===== config.mk =====
export PLATFORM = sky130hd
export DESIGN_NAME = scalar_kalman_filter_flat
export DESIGN_NICKNAME = d
export VERILOG_FILES = /design/src/rtl/skf_pkg.sv /design/src/rtl/skf_if.sv /design/src/rtl/scalar_kalman_filter.sv /design/src/flat_wrapper.sv
export SDC_FILE = /design/constraint.sdc
export NUM_CORES = 2
export LEC_CHECK = 0
export BUFFER_PORTS_ARGS = -buffer_cell sky130_fd_sc_hd__buf_4
export CORE_UTILIZATION = 60
export DETAILED_ROUTE_END_ITERATION = 7
export PLACE_DENSITY = 0.77
export SYNTH_ARGS = -nofsm -noshare
export SYNTH_HDL_FRONTEND = slang
export SYNTH_SLANG_ARGS = --single-unit

===== constraint.sdc =====
create_clock -name clock -period 17.5 [get_ports clock]
set_clock_uncertainty 0.2 [all_clocks]
set_input_delay 2.625 -clock clock [delete_from_list [all_inputs] [get_ports clock]]
set_output_delay 2.625 -clock clock [all_outputs]
set_load 0.01 [all_outputs]

===== src/rtl/skf_pkg.sv =====
// shared types, constants and the step table of the scalar kalman filter
`timescale 1ns / 1ps
package skf_pkg;

   // word format: signed fixed point, FB fractional bits
   localparam int DW   = 32;
   localparam int FB   = 24;
   localparam int UW   = DW - 1;
   localparam int PW   = 2 * DW;
   localparam int CW   = $clog2(DW);
   localparam int IW   = 3;
   localparam int SW   = 5;

   typedef logic signed [DW-1:0] word_type;
   typedef logic [DW-1:0]        mag_type;
   typedef logic [UW-1:0]        uword_type;
   typedef logic [IW-1:0]        csr_addr_type;
   typedef logic [SW-1:0]        step_type;

   localparam word_type WMAX = {1'b0, {(DW-1){1'b1}}};
   localparam word_type WMIN = {1'b1, {(DW-1){1'b0}}};
   localparam logic [PW-1:0] HALF = PW'(1) << (FB - 1);

   // reset values of the registers, rounded to nearest
   localparam longint unsigned ONE = 64'd1 << FB;
   localparam word_type  RST_STATE_OFFSET = DW'((ONE + 64'd5000) / 64'd10000);
   localparam uword_type RST_PROCESS_NOISE = UW'((ONE + 64'd10) / 64'd20);
   localparam word_type  RST_TRANSITION_GAIN = DW'((ONE + 64'd10) / 64'd20);
   localparam uword_type RST_MEASUREMENT_NOISE = UW'((ONE + 64'd50) / 64'd100);
   localparam word_type  RST_OBSERVATION_GAIN = DW'((64'd19 * ONE + 64'd10) / 64'd20);
   localparam word_type  RST_OBSERVATION_OFFSET = DW'((ONE + 64'd5000) / 64'd10000);

   typedef enum logic [IW-1:0] {
      CSR_STATE_OFFSET       = 3'd0,
      CSR_PROCESS_NOISE      = 3'd1,
      CSR_TRANSITION_GAIN    = 3'd2,
      CSR_MEASUREMENT_NOISE  = 3'd3,
      CSR_OBSERVATION_GAIN   = 3'd4,
      CSR_OBSERVATION_OFFSET = 3'd5
   } csr_index_type;

   typedef enum logic [1:0] {
      OP_ADD,
      OP_SUB,
      OP_MUL,
      OP_DIV
   } op_type;

   typedef enum logic [4:0] {
      OPD_A,
      OPD_P,
      OPD_AP,
      OPD_PP,
      OPD_F,
      OPD_K,
      OPD_KZ,
      OPD_T,
      OPD_V,
      OPD_FIT,
      OPD_RES,
      OPD_Y,
      OPD_C,
      OPD_Q,
      OPD_TG,
      OPD_H,
      OPD_Z,
      OPD_D
   } opd_type;

   typedef struct packed {
      op_type  op;
      opd_type srca;
      opd_type srcb;
      opd_type dst;
   } uop_type;

   typedef enum logic [2:0] {
      ST_IDLE,
      ST_EXEC,
      ST_MRND,
      ST_DIV,
      ST_DRND,
      ST_DONE
   } state_type;

   localparam int NSTEP = 21;
   localparam step_type LAST_STEP = SW'(NSTEP - 1);

   // one operation per step, in the order of the filter equations
   function automatic uop_type uop_at(input step_type idx);
      uop_type u;
      case (idx)
         5'd0:    u = '{OP_MUL, OPD_TG, OPD_A,   OPD_T};
         5'd1:    u = '{OP_ADD, OPD_T,  OPD_C,   OPD_AP};
         5'd2:    u = '{OP_MUL, OPD_TG, OPD_P,   OPD_T};
         5'd3:    u = '{OP_MUL, OPD_T,  OPD_TG,  OPD_T};
         5'd4:    u = '{OP_ADD, OPD_T,  OPD_Q,   OPD_PP};
         5'd5:    u = '{OP_MUL, OPD_Z,  OPD_PP,  OPD_T};
         5'd6:    u = '{OP_MUL, OPD_T,  OPD_Z,   OPD_T};
         5'd7:    u = '{OP_ADD, OPD_T,  OPD_H,   OPD_F};
         5'd8:    u = '{OP_MUL, OPD_PP, OPD_Z,   OPD_T};
         5'd9:    u = '{OP_DIV, OPD_T,  OPD_F,   OPD_K};
         5'd10:   u = '{OP_MUL, OPD_K,  OPD_Z,   OPD_KZ};
         5'd11:   u = '{OP_MUL, OPD_Z,  OPD_AP,  OPD_T};
         5'd12:   u = '{OP_SUB, OPD_Y,  OPD_T,   OPD_V};
         5'd13:   u = '{OP_SUB, OPD_V,  OPD_D,   OPD_V};
         5'd14:   u = '{OP_MUL, OPD_KZ, OPD_V,   OPD_T};
         5'd15:   u = '{OP_ADD, OPD_AP, OPD_T,   OPD_A};
         5'd16:   u = '{OP_MUL, OPD_KZ, OPD_PP,  OPD_T};
         5'd17:   u = '{OP_SUB, OPD_PP, OPD_T,   OPD_P};
         5'd18:   u = '{OP_MUL, OPD_Z,  OPD_A,   OPD_T};
         5'd19:   u = '{OP_ADD, OPD_T,  OPD_D,   OPD_FIT};
         5'd20:   u = '{OP_SUB, OPD_Y,  OPD_FIT, OPD_RES};
         default: u = '{OP_ADD, OPD_T,  OPD_T,   OPD_T};
      endcase
      return u;
   endfunction

endpackage


===== src/rtl/skf_if.sv =====
// channel interfaces of the scalar kalman filter: input, result and register write
`timescale 1ns / 1ps
interface skf_req_if;
   import skf_pkg::*;
   logic     valid;
   logic     ready;
   word_type sample;
   logic     series_start;

   modport source (output valid, output sample, output series_start, input ready);
   modport sink (input valid, input sample, input series_start, output ready);
endinterface

interface skf_rsp_if;
   import skf_pkg::*;
   logic     valid;
   logic     ready;
   word_type observed;
   word_type fitted;
   word_type residual;
   logic     saturated;

   modport source (output valid, output observed, output fitted, output residual,
                   output saturated, input ready);
   modport sink (input valid, input observed, input fitted, input residual,
                 input saturated, output ready);
endinterface

interface skf_csr_if;
   import skf_pkg::*;
   logic         valid;
   logic         ready;
   csr_addr_type index;
   word_type     wdata;

   modport source (output valid, output index, output wdata, input ready);
   modport sink (input valid, input index, input wdata, output ready);
endinterface


===== src/rtl/scalar_kalman_filter.sv =====
// scalar kalman filter top level: sequencer around one shared multiply/add/divide unit
// Usage:
//   req_chan carries one observation (sample, series_start) per item; series_start
//   reseeds the filter from that sample with the prior variance taken as Q.
//   rsp_chan returns one item per input: the sample, the fitted value Z*a+d, the
//   residual and a flag set when any intermediate value clipped.
//   csr_chan writes registers 0..5 (c, Q, T, H, Z, d); it is always ready and
//   should only be written while no item is in flight. Other indexes are ignored.
// Timing:
//   a small sequencer walks 21 steps through one shared unit: add/sub write back
//   from the execute state, a multiply goes through a product register, then
//   round and clip, and the gain divide runs one quotient bit a cycle, then
//   rounds, or skips that loop when F is zero or the quotient clips. req ready
//   rises in the same cycle as the result is loaded into the output register.
//   req ready is high only while the sequencer is idle.
// Reset: registers take their default values, filtered state and variance clear.
// Stall: the result sits in an output register; the sequencer accepts the next
//   item meanwhile and holds its own result until that register frees up.
`timescale 1ns / 1ps
module scalar_kalman_filter (
   input logic       clock,
   input logic       reset,
   skf_req_if.sink   req_chan,
   skf_rsp_if.source rsp_chan,
   skf_csr_if.sink   csr_chan
);
   import skf_pkg::*;

   // configuration
   word_type  c_ff, c_in;
   uword_type q_ff, q_in;
   word_type  tg_ff, tg_in;
   uword_type h_ff, h_in;
   word_type  z_ff, z_in;
   word_type  d_ff, d_in;

   // filter state and working registers
   word_type a_ff, a_in;
   word_type p_ff, p_in;
   word_type ap_ff, ap_in;
   word_type pp_ff, pp_in;
   word_type f_ff, f_in;
   word_type k_ff, k_in;
   word_type kz_ff, kz_in;
   word_type t_ff, t_in;
   word_type v_ff, v_in;
   word_type fit_ff, fit_in;
   word_type res_ff, res_in;
   word_type y_ff, y_in;
   logic     clip_ff, clip_in;

   // sequencer
   state_type state_ff, state_in;
   step_type  step_ff, step_in;

   // shared unit
   logic [PW-1:0] prod_ff, prod_in;
   logic          neg_ff, neg_in;
   mag_type       rem_ff, rem_in;
   mag_type       dlo_ff, dlo_in;
   mag_type       quo_ff, quo_in;
   mag_type       dvs_ff, dvs_in;
   logic [CW-1:0] cnt_ff, cnt_in;

   // output register
   logic     rsp_valid_ff, rsp_valid_in;
   word_type obs_out_ff, obs_out_in;
   word_type fit_out_ff, fit_out_in;
   word_type res_out_ff, res_out_in;
   logic     sat_out_ff, sat_out_in;

   // combinational
   uop_type       uop;
   word_type      opa, opb;
   mag_type       mag_a, mag_b;
   logic          sign_x;
   logic [PW-1:0] prod_raw;
   logic [DW:0]   sum_w;
   logic          add_clip;
   word_type      add_res;
   logic [PW-1:0] mul_rnd;
   logic [DW:0]   mul_sat;
   logic          div_zero;
   logic          div_over;
   logic [DW:0]   div_sat;
   logic [DW:0]   rem_sh;
   logic          rem_ge;
   logic          rnd_up;
   logic [DW:0]   q_plus;
   logic          q_over;
   logic [DW:0]   div_fin;
   logic          wr_en;
   word_type      wr_val;
   logic          wr_clip;
   logic          req_fire;
   logic          out_load;
   state_type     adv_state;

   // apply sign to a magnitude, clip to the word range; msb of result is the clip flag
   function automatic logic [DW:0] sign_sat(input logic [PW-1:0] m, input logic neg,
                                            input logic over);
      logic [PW-1:0] lim;
      logic [PW-1:0] v;
      logic          clip;
      lim  = neg ? (PW'(1) << (DW - 1)) : ((PW'(1) << (DW - 1)) - PW'(1));
      clip = over || (m > lim);
      v    = clip ? lim : m;
      if (neg) begin
         v = ~v + PW'(1);
      end
      return {clip, v[DW-1:0]};
   endfunction

   assign req_fire = req_chan.valid && (state_ff == ST_IDLE);
   assign out_load = (state_ff == ST_DONE) && (!rsp_valid_ff || rsp_chan.ready);
   assign adv_state = (step_ff == LAST_STEP) ? ST_DONE : ST_EXEC;

   // operand selection and shared arithmetic
   always_comb begin
      uop = uop_at(step_ff);
      case (uop.srca)
         OPD_A:   opa = a_ff;
         OPD_P:   opa = p_ff;
         OPD_AP:  opa = ap_ff;
         OPD_PP:  opa = pp_ff;
         OPD_F:   opa = f_ff;
         OPD_K:   opa = k_ff;
         OPD_KZ:  opa = kz_ff;
         OPD_T:   opa = t_ff;
         OPD_V:   opa = v_ff;
         OPD_FIT: opa = fit_ff;
         OPD_Y:   opa = y_ff;
         OPD_C:   opa = c_ff;
         OPD_Q:   opa = word_type'({1'b0, q_ff});
         OPD_TG:  opa = tg_ff;
         OPD_H:   opa = word_type'({1'b0, h_ff});
         OPD_Z:   opa = z_ff;
         OPD_D:   opa = d_ff;
         default: opa = '0;
      endcase
      case (uop.srcb)
         OPD_A:   opb = a_ff;
         OPD_P:   opb = p_ff;
         OPD_AP:  opb = ap_ff;
         OPD_PP:  opb = pp_ff;
         OPD_F:   opb = f_ff;
         OPD_K:   opb = k_ff;
         OPD_KZ:  opb = kz_ff;
         OPD_T:   opb = t_ff;
         OPD_V:   opb = v_ff;
         OPD_FIT: opb = fit_ff;
         OPD_Y:   opb = y_ff;
         OPD_C:   opb = c_ff;
         OPD_Q:   opb = word_type'({1'b0, q_ff});
         OPD_TG:  opb = tg_ff;
         OPD_H:   opb = word_type'({1'b0, h_ff});
         OPD_Z:   opb = z_ff;
         OPD_D:   opb = d_ff;
         default: opb = '0;
      endcase

      mag_a    = opa[DW-1] ? (~mag_type'(opa) + mag_type'(1)) : mag_type'(opa);
      mag_b    = opb[DW-1] ? (~mag_type'(opb) + mag_type'(1)) : mag_type'(opb);
      sign_x   = opa[DW-1] ^ opb[DW-1];
      prod_raw = PW'(mag_a) * PW'(mag_b);

      if (uop.op == OP_SUB) begin
         sum_w = {opa[DW-1], opa} - {opb[DW-1], opb};
      end else begin
         sum_w = {opa[DW-1], opa} + {opb[DW-1], opb};
      end
      add_clip = sum_w[DW] ^ sum_w[DW-1];
      add_res  = add_clip ? (sum_w[DW] ? WMIN : WMAX) : word_type'(sum_w[DW-1:0]);

      mul_rnd = prod_ff + HALF;
      mul_sat = sign_sat(mul_rnd >> FB, neg_ff, 1'b0);

      // quotient of 2^DW or more is known to clip before dividing
      div_zero = (opb == '0);
      div_over = PW'(mag_a) >= (PW'(mag_b) << (DW - FB));
      div_sat  = sign_sat('0, sign_x, 1'b1);

      rem_sh  = {rem_ff, dlo_ff[DW-1]};
      rem_ge  = rem_sh >= {1'b0, dvs_ff};
      rnd_up  = {rem_ff, 1'b0} >= {1'b0, dvs_ff};
      q_plus  = {1'b0, quo_ff} + (DW+1)'(rnd_up);
      q_over  = quo_ff > (mag_type'(1) << (DW - 1));
      div_fin = sign_sat(PW'(q_plus), neg_ff, q_over);
   end

   // result write-back selection
   always_comb begin
      wr_en   = 1'b0;
      wr_val  = add_res;
      wr_clip = 1'b0;
      case (state_ff)
         ST_EXEC: begin
            case (uop.op)
               OP_ADD, OP_SUB: begin
                  wr_en   = 1'b1;
                  wr_val  = add_res;
                  wr_clip = add_clip;
               end
               OP_DIV: begin
                  if (div_zero) begin
                     wr_en  = 1'b1;
                     wr_val = '0;
                  end else if (div_over) begin
                     wr_en   = 1'b1;
                     wr_val  = word_type'(div_sat[DW-1:0]);
                     wr_clip = div_sat[DW];
                  end
               end
               default: ;
            endcase
         end
         ST_MRND: begin
            wr_en   = 1'b1;
            wr_val  = word_type'(mul_sat[DW-1:0]);
            wr_clip = mul_sat[DW];
         end
         ST_DRND: begin
            wr_en   = 1'b1;
            wr_val  = word_type'(div_fin[DW-1:0]);
            wr_clip = div_fin[DW];
         end
         default: ;
      endcase
   end

   // next values of the datapath registers
   always_comb begin
      c_in   = c_ff;
      q_in   = q_ff;
      tg_in  = tg_ff;
      h_in   = h_ff;
      z_in   = z_ff;
      d_in   = d_ff;
      a_in   = a_ff;
      p_in   = p_ff;
      ap_in  = ap_ff;
      pp_in  = pp_ff;
      f_in   = f_ff;
      k_in   = k_ff;
      kz_in  = kz_ff;
      t_in   = t_ff;
      v_in   = v_ff;
      fit_in = fit_ff;
      res_in = res_ff;
      y_in   = y_ff;
      clip_in = clip_ff;
      step_in = step_ff;
      prod_in = prod_ff;
      neg_in  = neg_ff;
      rem_in  = rem_ff;
      dlo_in  = dlo_ff;
      quo_in  = quo_ff;
      dvs_in  = dvs_ff;
      cnt_in  = cnt_ff;
      rsp_valid_in = rsp_valid_ff;
      obs_out_in   = obs_out_ff;
      fit_out_in   = fit_out_ff;
      res_out_in   = res_out_ff;
      sat_out_in   = sat_out_ff;

      if (csr_chan.valid) begin
         case (csr_chan.index)
            CSR_STATE_OFFSET:       c_in  = csr_chan.wdata;
            CSR_PROCESS_NOISE:      q_in  = uword_type'(csr_chan.wdata[UW-1:0]);
            CSR_TRANSITION_GAIN:    tg_in = csr_chan.wdata;
            CSR_MEASUREMENT_NOISE:  h_in  = uword_type'(csr_chan.wdata[UW-1:0]);
            CSR_OBSERVATION_GAIN:   z_in  = csr_chan.wdata;
            CSR_OBSERVATION_OFFSET: d_in  = csr_chan.wdata;
            default: ;
         endcase
      end

      if (req_fire) begin
         y_in    = req_chan.sample;
         clip_in = 1'b0;
         step_in = '0;
         // a new series starts from the sample itself with prior variance Q
         if (req_chan.series_start) begin
            a_in = req_chan.sample;
            p_in = word_type'({1'b0, q_ff});
         end
      end

      if (state_ff == ST_EXEC) begin
         if (uop.op == OP_MUL) begin
            prod_in = prod_raw;
            neg_in  = sign_x;
         end
         if (uop.op == OP_DIV) begin
            neg_in = sign_x;
            dvs_in = mag_b;
            rem_in = mag_a >> (DW - FB);
            dlo_in = mag_a << FB;
            quo_in = '0;
            cnt_in = CW'(DW - 1);
         end
      end

      if (state_ff == ST_DIV) begin
         rem_in = rem_ge ? mag_type'(rem_sh - {1'b0, dvs_ff}) : mag_type'(rem_sh[DW-1:0]);
         quo_in = {quo_ff[DW-2:0], rem_ge};
         dlo_in = dlo_ff << 1;
         cnt_in = cnt_ff - CW'(1);
      end

      if (wr_en) begin
         clip_in = clip_ff | wr_clip;
         step_in = step_ff + SW'(1);
         case (uop.dst)
            OPD_A:   a_in   = wr_val;
            OPD_P:   p_in   = wr_val;
            OPD_AP:  ap_in  = wr_val;
            OPD_PP:  pp_in  = wr_val;
            OPD_F:   f_in   = wr_val;
            OPD_K:   k_in   = wr_val;
            OPD_KZ:  kz_in  = wr_val;
            OPD_T:   t_in   = wr_val;
            OPD_V:   v_in   = wr_val;
            OPD_FIT: fit_in = wr_val;
            OPD_RES: res_in = wr_val;
            default: ;
         endcase
      end

      if (rsp_valid_ff && rsp_chan.ready) begin
         rsp_valid_in = 1'b0;
      end
      if (out_load) begin
         rsp_valid_in = 1'b1;
         obs_out_in   = y_ff;
         fit_out_in   = fit_ff;
         res_out_in   = res_ff;
         sat_out_in   = clip_ff;
      end
   end

   // sequencer next state
   always_comb begin
      state_in = state_ff;
      case (state_ff)
         ST_IDLE: begin
            if (req_chan.valid) begin
               state_in = ST_EXEC;
            end
         end
         ST_EXEC: begin
            case (uop.op)
               OP_MUL:  state_in = ST_MRND;
               OP_DIV:  state_in = (div_zero || div_over) ? adv_state : ST_DIV;
               default: state_in = adv_state;
            endcase
         end
         ST_MRND: state_in = adv_state;
         ST_DIV: begin
            if (cnt_ff == '0) begin
               state_in = ST_DRND;
            end
         end
         ST_DRND: state_in = adv_state;
         ST_DONE: begin
            if (out_load) begin
               state_in = ST_IDLE;
            end
         end
         default: state_in = ST_IDLE;
      endcase
   end

   // channel outputs
   always_comb begin
      req_chan.ready     = (state_ff == ST_IDLE);
      csr_chan.ready     = 1'b1;
      rsp_chan.valid     = rsp_valid_ff;
      rsp_chan.observed  = obs_out_ff;
      rsp_chan.fitted    = fit_out_ff;
      rsp_chan.residual  = res_out_ff;
      rsp_chan.saturated = sat_out_ff;
   end

   always_ff @(posedge clock) begin
      if (reset) begin
         state_ff     <= ST_IDLE;
         rsp_valid_ff <= 1'b0;
         c_ff         <= RST_STATE_OFFSET;
         q_ff         <= RST_PROCESS_NOISE;
         tg_ff        <= RST_TRANSITION_GAIN;
         h_ff         <= RST_MEASUREMENT_NOISE;
         z_ff         <= RST_OBSERVATION_GAIN;
         d_ff         <= RST_OBSERVATION_OFFSET;
         a_ff         <= '0;
         p_ff         <= '0;
      end else begin
         state_ff     <= state_in;
         rsp_valid_ff <= rsp_valid_in;
         c_ff         <= c_in;
         q_ff         <= q_in;
         tg_ff        <= tg_in;
         h_ff         <= h_in;
         z_ff         <= z_in;
         d_ff         <= d_in;
         a_ff         <= a_in;
         p_ff         <= p_in;
      end
   end

   always_ff @(posedge clock) begin
      ap_ff      <= ap_in;
      pp_ff      <= pp_in;
      f_ff       <= f_in;
      k_ff       <= k_in;
      kz_ff      <= kz_in;
      t_ff       <= t_in;
      v_ff       <= v_in;
      fit_ff     <= fit_in;
      res_ff     <= res_in;
      y_ff       <= y_in;
      clip_ff    <= clip_in;
      step_ff    <= step_in;
      prod_ff    <= prod_in;
      neg_ff     <= neg_in;
      rem_ff     <= rem_in;
      dlo_ff     <= dlo_in;
      quo_ff     <= quo_in;
      dvs_ff     <= dvs_in;
      cnt_ff     <= cnt_in;
      obs_out_ff <= obs_out_in;
      fit_out_ff <= fit_out_in;
      res_out_ff <= res_out_in;
      sat_out_ff <= sat_out_in;
   end

endmodule


===== src/flat_wrapper.sv =====
// flat-port wrapper written by rule: the top's interface ports become plain ports
module scalar_kalman_filter_flat import skf_pkg::*;
  (clock, reset, req_chan_valid, req_chan_sample, req_chan_series_start, req_chan_ready, rsp_chan_valid, rsp_chan_observed, rsp_chan_fitted, rsp_chan_residual, rsp_chan_saturated, rsp_chan_ready, csr_chan_valid, csr_chan_index, csr_chan_wdata, csr_chan_ready);
  skf_req_if req_chan_i ();
  skf_rsp_if rsp_chan_i ();
  skf_csr_if csr_chan_i ();
  input logic clock;
  input logic reset;
  input wire logic [$bits(req_chan_i.valid)-1:0] req_chan_valid;
  input wire logic [$bits(req_chan_i.sample)-1:0] req_chan_sample;
  input wire logic [$bits(req_chan_i.series_start)-1:0] req_chan_series_start;
  output wire logic [$bits(req_chan_i.ready)-1:0] req_chan_ready;
  output wire logic [$bits(rsp_chan_i.valid)-1:0] rsp_chan_valid;
  output wire logic [$bits(rsp_chan_i.observed)-1:0] rsp_chan_observed;
  output wire logic [$bits(rsp_chan_i.fitted)-1:0] rsp_chan_fitted;
  output wire logic [$bits(rsp_chan_i.residual)-1:0] rsp_chan_residual;
  output wire logic [$bits(rsp_chan_i.saturated)-1:0] rsp_chan_saturated;
  input wire logic [$bits(rsp_chan_i.ready)-1:0] rsp_chan_ready;
  input wire logic [$bits(csr_chan_i.valid)-1:0] csr_chan_valid;
  input wire logic [$bits(csr_chan_i.index)-1:0] csr_chan_index;
  input wire logic [$bits(csr_chan_i.wdata)-1:0] csr_chan_wdata;
  output wire logic [$bits(csr_chan_i.ready)-1:0] csr_chan_ready;
  assign req_chan_i.valid = req_chan_valid;
  assign req_chan_i.sample = req_chan_sample;
  assign req_chan_i.series_start = req_chan_series_start;
  assign req_chan_ready = req_chan_i.ready;
  assign rsp_chan_valid = rsp_chan_i.valid;
  assign rsp_chan_observed = rsp_chan_i.observed;
  assign rsp_chan_fitted = rsp_chan_i.fitted;
  assign rsp_chan_residual = rsp_chan_i.residual;
  assign rsp_chan_saturated = rsp_chan_i.saturated;
  assign rsp_chan_i.ready = rsp_chan_ready;
  assign csr_chan_i.valid = csr_chan_valid;
  assign csr_chan_i.index = csr_chan_index;
  assign csr_chan_i.wdata = csr_chan_wdata;
  assign csr_chan_ready = csr_chan_i.ready;
  scalar_kalman_filter u_core (.clock(clock), .reset(reset), .req_chan(req_chan_i), .rsp_chan(rsp_chan_i), .csr_chan(csr_chan_i));
endmodule

# After elaboration in Yosys (flattened, before gate mapping)
# Memories as Yosys holds them, arrays and structs flattened. A register that Yosys moved wholly into a read port is not among the register bits.
# Index checks and enable logic that the tools add are counted.
dict set report classes {
  add_sub_neg 12
  reduce_logical 42
  n_lt_le_gt_ge 6
  bitwise 8
  mul 1
  n_eq_ne 59
  n_mux 62
}
# operator n
set ops {}
lappend ops {{$pmux W32 S17} 2}
lappend ops {{$mux W32} 32}
lappend ops {{$add A32 B1 Y32 const B} 5}
lappend ops {{$not A32 Y32} 5}
lappend ops {{$pmux W32 S3} 1}
lappend ops {{$eq A5 B4 Y1 const B} 17}
lappend ops {{$ge A33 B32 Y1} 2}
lappend ops {{$add A64 B24 Y64 const B} 1}
lappend ops {{$mul A32 B32 Y64} 1}
lappend ops {{$eq A5 B3 Y1 const B} 12}
lappend ops {{$ge A32 B40 Y1} 1}
lappend ops {{$gt A40 B32 Y1} 1}
lappend ops {{$reduce_and A2 Y1} 19}
lappend ops {{$add A32 B1 Y33} 1}
lappend ops {{$add A32 B32 Y33} 1}
lappend ops {{$gt A33 B32 Y1} 1}
lappend ops {{$mux W33} 1}
lappend ops {{$sub A32 B32 Y33} 1}
lappend ops {{$gt A32 B32 Y1 const B} 1}
lappend ops {{$logic_not A32 Y1} 1}
lappend ops {{$sub A32 B32 Y32} 1}
lappend ops {{$eq A5 B2 Y1 const B} 6}
lappend ops {{$mux W5} 6}
lappend ops {{$eq A5 B5 Y1 const B} 5}
lappend ops {{27 further kinds} 66}
dict set report totals {
  output_inout_bits 100
  regBits 878
  wordCells 225
  romBits 512
  mem_count 1
}
# memory depth width rd rd_ports_with_merged_regs write_ports line
set mem_list {}
lappend mem_list {{(no name shown)} 32 16 1 1 0 skf_pkg.sv:92} ;# case (idx)

# Logic depth before layout (Yosys ltp)
dict set report depth {
  depth_word 13
  mapped_depth 52
}

# Worst setup path before layout
# Ideal clock, no wire load.
dict set report synth_path {
  kind {register -> register}
  startpoint {register u_core.uop[6] (netlist name)}
  endpoint {register u_core.prod_ff[56], data pin}
  arrival_time_ps 11587
  path_stages_with_launch 48
  slack_ps 5450
  n_path_buf 5
  setup_ps 263
  path_cell_list {dfxtp_1 > buf_4 > and3b_1 > and2_1 > buf_2 > buf_2 > a2111oi_0 > and4_1 > nand2_1 > inv_1 > ha_1 > inv_1 > or4_1 > buf_2 > or4_1 > and2_1 > xnor2_1 > clkbuf_1 > [12 not listed] > inv_1 > fa_1 > inv_1 > ha_1 > o21ai_0 > a21oi_1 > nor2_1 > or4b_2 > a311oi_1 > nor2_1 > o22ai_1 > a31oi_1 > a311oi_1 > or2_2 > o21ai_0 > o21ai_1 > a21oi_1 > xnor2_1}
}
dict set report synth_between {
  elab_chain_len 6
  elab_cells_between_ends 22
  classes_between {1 x add/sub; 1 x mul; 16 x eq/ne; 2 x mux; 1 x bitwise; 1 x reduce/logical}
}
# element line
set synth_rtl {}
lappend synth_rtl {{$eq A5 B5 Y1, or another cell as far along} scalar_kalman_filter.sv:141} ;# case (uop.srcb)
lappend synth_rtl {{$pmux W32 S17 (*)} scalar_kalman_filter.sv:141}
lappend synth_rtl {{$not A32 Y32} scalar_kalman_filter.sv:163} ;# mag_b = opb[DW-1] ? (~mag_type'(opb) + mag_type'(1)) : mag_type'(opb);
lappend synth_rtl {{$add A32 B1 Y32} scalar_kalman_filter.sv:163}
lappend synth_rtl {{$mux W32 (*)} scalar_kalman_filter.sv:163}
lappend synth_rtl {{$mul A32 B32 Y64 (*)} scalar_kalman_filter.sv:165} ;# prod_raw = PW'(mag_a) * PW'(mag_b);
lappend synth_rtl {{via u_core.prod_raw[56]} scalar_kalman_filter.sv:77} ;# logic [PW-1:0] prod_raw;
lappend synth_rtl {{to (signal assigned)} scalar_kalman_filter.sv:424} ;# prod_ff <= prod_in;
lappend synth_rtl {{to (decl)} scalar_kalman_filter.sv:57} ;# logic [PW-1:0] prod_ff, prod_in;
# Mark *: on every way through the listed nets, which the timed path passes. The rest lies on a longest branch.
# A chain may end at the register's enable or synchronous reset.

# Final worst setup path
dict set report layout_path {
  startpoint {register u_core.uop[14] (netlist name)}
  endpoint {register u_core.prod_ff[58], data pin}
}
dict set report layout_between {
  elab_chain_len 6
  elab_cells_between_ends 22
  classes_between {1 x add/sub; 1 x mul; 16 x eq/ne; 2 x mux; 1 x bitwise; 1 x reduce/logical}
}
# element line
set layout_rtl {}
lappend layout_rtl {{$eq A5 B5 Y1, or another cell as far along} scalar_kalman_filter.sv:121} ;# case (uop.srca)
lappend layout_rtl {{$pmux W32 S17 (*)} scalar_kalman_filter.sv:121}
lappend layout_rtl {{$not A32 Y32} scalar_kalman_filter.sv:162} ;# mag_a = opa[DW-1] ? (~mag_type'(opa) + mag_type'(1)) : mag_type'(opa);
lappend layout_rtl {{$add A32 B1 Y32} scalar_kalman_filter.sv:162}
lappend layout_rtl {{$mux W32 (*)} scalar_kalman_filter.sv:162}
lappend layout_rtl {{$mul A32 B32 Y64 (*)} scalar_kalman_filter.sv:165}
lappend layout_rtl {{via u_core.prod_raw[58]} scalar_kalman_filter.sv:77}
# Marks and branches as above.

==> summary.txt <==
Global route
  – Overflow after GRT: 0
  – Vias in the first global route: between 70,000 and 80,000
  – Largest net degree at the start of global routing: 105
  – Initial antenna violation count: 31
  – First-pass GRT wire length: 478,000 um
  – Total global-route track usage: 0.489

Timing
  – RSZ-0062 raised after global routing: no
  – Tcrit/Tclk final: 0.940
  – Slew @ Worst Pin: 1.54 ns
  – Max Slew Vio Count: 10
  – Worst hold slack: 0.219 ns
  – Max Freq: 60.8 MHz
  – Final setup viols: 0
  – Min Tclk post-route: 16.45 ns
  – Final Hold Viols: 0
  – Max_slew headroom: -0.0345
  – Setup_tns: 0 ns

Synth
  – Asr flop ratio synth: 0
  – Syn avg cell area: 9.21 um2
  – Mapped Area: 79,800 um2
  – Top_reg_cell synth: edfxtp_1
  – Flop and latch count out of synthesis: 848
  – Synth top area share: 0.225
  – Syn_nets: 10,087
  – EDFF count, synth: 574
  – Main area contributors after synthesis: fa_1 (23%), edfxtp_1 (22%), ha_1 (7.2%), dfxtp_1 (6.9%), inv_1 (5.6%)
  – Ys Warns: 0
  – Cells after synthesis: 8,660
  – Synth area leader: fa_1
  – Sequential cell area fraction in the yosys report: 0.285
  – Netlist cell types: 105

Floorplan
  – Die height: 367 um
  – Die width: ~370 um
  – IO Count: around 170
  – Die area: 134,000 um2
  – Placement row count: about 130
  – Core area: 132,000 um2
  – Initial Utilization: 0.606

Clock network
  – Post-CTS Setup Inserts: 0
  – H-tree lvl count: 3
  – Clk root buf: clkbuf_16
  – Hold Buf Count CTS: 0
  – Clock sink count: 848
  – Clock transition at path regs: 0.06 ns
  – Cts repair resizes: 0
  – CTS Buffer Depth: 3
  – Clock buffer count from CTS: 87
  – Clock Latency Late Sink: 0.76 ns
  – CTS tree: built

Critical path
  – CP Launch Type: register
  – Highest net fanout along the worst path: 21
  – FF-to-FF setup slack: 1.05 ns
  – Worst Setup Path Type: reg -> reg
  – Worst r2r path cells: 43
  – Most used cell, CP: fa_1
  – Crit. Startpoint: u_core.uop[14]
  – Reg2reg start: u_core.uop[14]
  – R2r endpoint: u_core.prod_ff[58]
  – Slowest CP cell: clkinv_1
  – Crit-path max cell delay: 0.90 ns
  – CP arrival: 16.72 ns
  – WP data required: 17.76 ns
  – CP endpoint kind: register

Placement
  – Post-DP HPWL: approximately 240,000 um
  – Number of port buffers: 171
  – GPL Wtd Cong: 1.10

Layout
  – Most frequent cells in the layout: inv_1 (1,193), nand2_1 (1,148), fa_1 (897), nor2_1 (801), edfxtp_1 (574)
  – Biggest register: u_core.prod_ff
  – Max reg flops: between 40 and 50
  – Fin nets: 10,132
  – Commonest non-fill, non-tap cell in the layout: inv_1
  – Share of layout cells above drive strength 1: 0.0872
  – Area Overhead vs Synth: 9.25%

Route
  – Drt pass-1 iters: 8
  – DRT Wirelength: ~330,000 um
  – Antenna-violating nets left: 0
  – WL/cell: ~31 um
  – DR iter-0 viols: 12,765
  – Via count: 71,980
  – Via/cell ratio: 6.82
  – DRC: 53

Run status
  – Failing checks: DRC, capacitance limit, slew limit
  – Outcome: finished, violations left

Worst hold path
  – Worst Hold Endpoint: u_core.rsp_chan.residual[18]
  – Hold path depth: 0
  – Min-Delay Path Class: reg -> reg
  – Hold Crit Start: u_core.res_ff[18]

Job
  – Max_cap viols: 3
==> metrics by stage <==
stage / cells / cell area [um2] / utilization / setup WS [ns]
2_1_floorplan: 8660 / 79800 / - / 5.45
3_3_place_gp: 10371 / 83900 / 0.637 / 2.12
3_5_place_dp: 10371 / 83900 / 0.637 / 1.90
4_1_cts: 10535 / 87100 / 0.662 / 1.82
5_1_grt: 10539 / 87100 / 0.662 / 0.816
6_report: 10547 / 87100 / 0.662 / 1.05
==> cells by family (layout without fill, tap and decap cells) <==
group,Yosys count,in the layout,synth area share
xor gates and xnor gates,271,271,0.0300
and+or+nand+nor,2873,2873,0.164
DFF,848,848,0.285
other,1,13,0.0000470
muxes,133,133,0.0175
adders and majority gates,1354,1354,0.297
buffers and inverters,1693,1813,0.0813
AOI/OAI and AO/OA,1487,1487,0.126
==> synthesized netlist by cell type (all sizes together) (17+ instances only) <==
cell type	n
a22oi	345
nor2	817
o211ai	20
nand4	83
clkinv	20
a222oi	17
buf	95
a2111oi	22
edfxtp	574
o21a	25
nand2b	38
o22ai	17
or2	22
nand3	160
and3	151
a31oi	35
and2	56
dfxtp	274
o21bai	23
a211oi	73
nor2b	47
ha	457
fa	897
a22o	27
nand3b	66
o21ai	184
a21o	97
nor3	124
inv	1196
mux2i	102
a21oi	422
nor4	51
clkbuf	382
mux2	29
nand2	1151
o31ai	21
xor2	96
xnor2	175
or3	35
a221oi	40
and4	26
==> critical path: cells and delay by family (launching register included) <==
| kind | cells | cell delay, ns |
|---|---|---|
| and+or+nand+nor | 15 | 4.91 |
| adders and majority gates | 9 | 4.43 |
| AOI/OAI and AO/OA | 9 | 3.10 |
| buffers and inverters | 8 | 2.35 |
| DFF | 1 | 0.79 |
| xor gates and xnor gates | 2 | 0.32 |
==> routing by layer <==
metal / GRT usage / part of all wire
met1: 0.647 / 0.36
met2: 0.668 / 0.39
met3: 0.209 / 0.17
met4: 0.276 / 0.074
met5: 0.00249 / 0.00046
==> cell type report <==
class                   instances  area [um2]
diodes                         12        30.0
clock buffers                 106        2340
clock inverters                58         863
fillers                     10509       44500
inverters                    1216        4560
multi-input cells            6119       51200
flip-flops and latches        848       22700
well taps                    1755        2200
repair buffers                433        3260
==> worst max-delay path by stage <==
| stage | to | slack (ns) | depth (start not counted) |
|---|---|---|---|
| after floorplan | u_core.prod_ff[56] | 5.45 | 47 |
| after global placement | u_core.prod_ff[56] | 2.12 | 43 |
| after detailed placement | u_core.prod_ff[56] | 1.90 | 43 |
| after CTS | u_core.prod_ff[57] | 1.82 | 43 |
| after global routing | u_core.prod_ff[57] | 0.82 | 43 |
| final | u_core.prod_ff[58] | 1.05 | 43 |
Power is not shown: default switching activity piles up to over one toggle a cycle in this logic, so the estimate is an artifact.
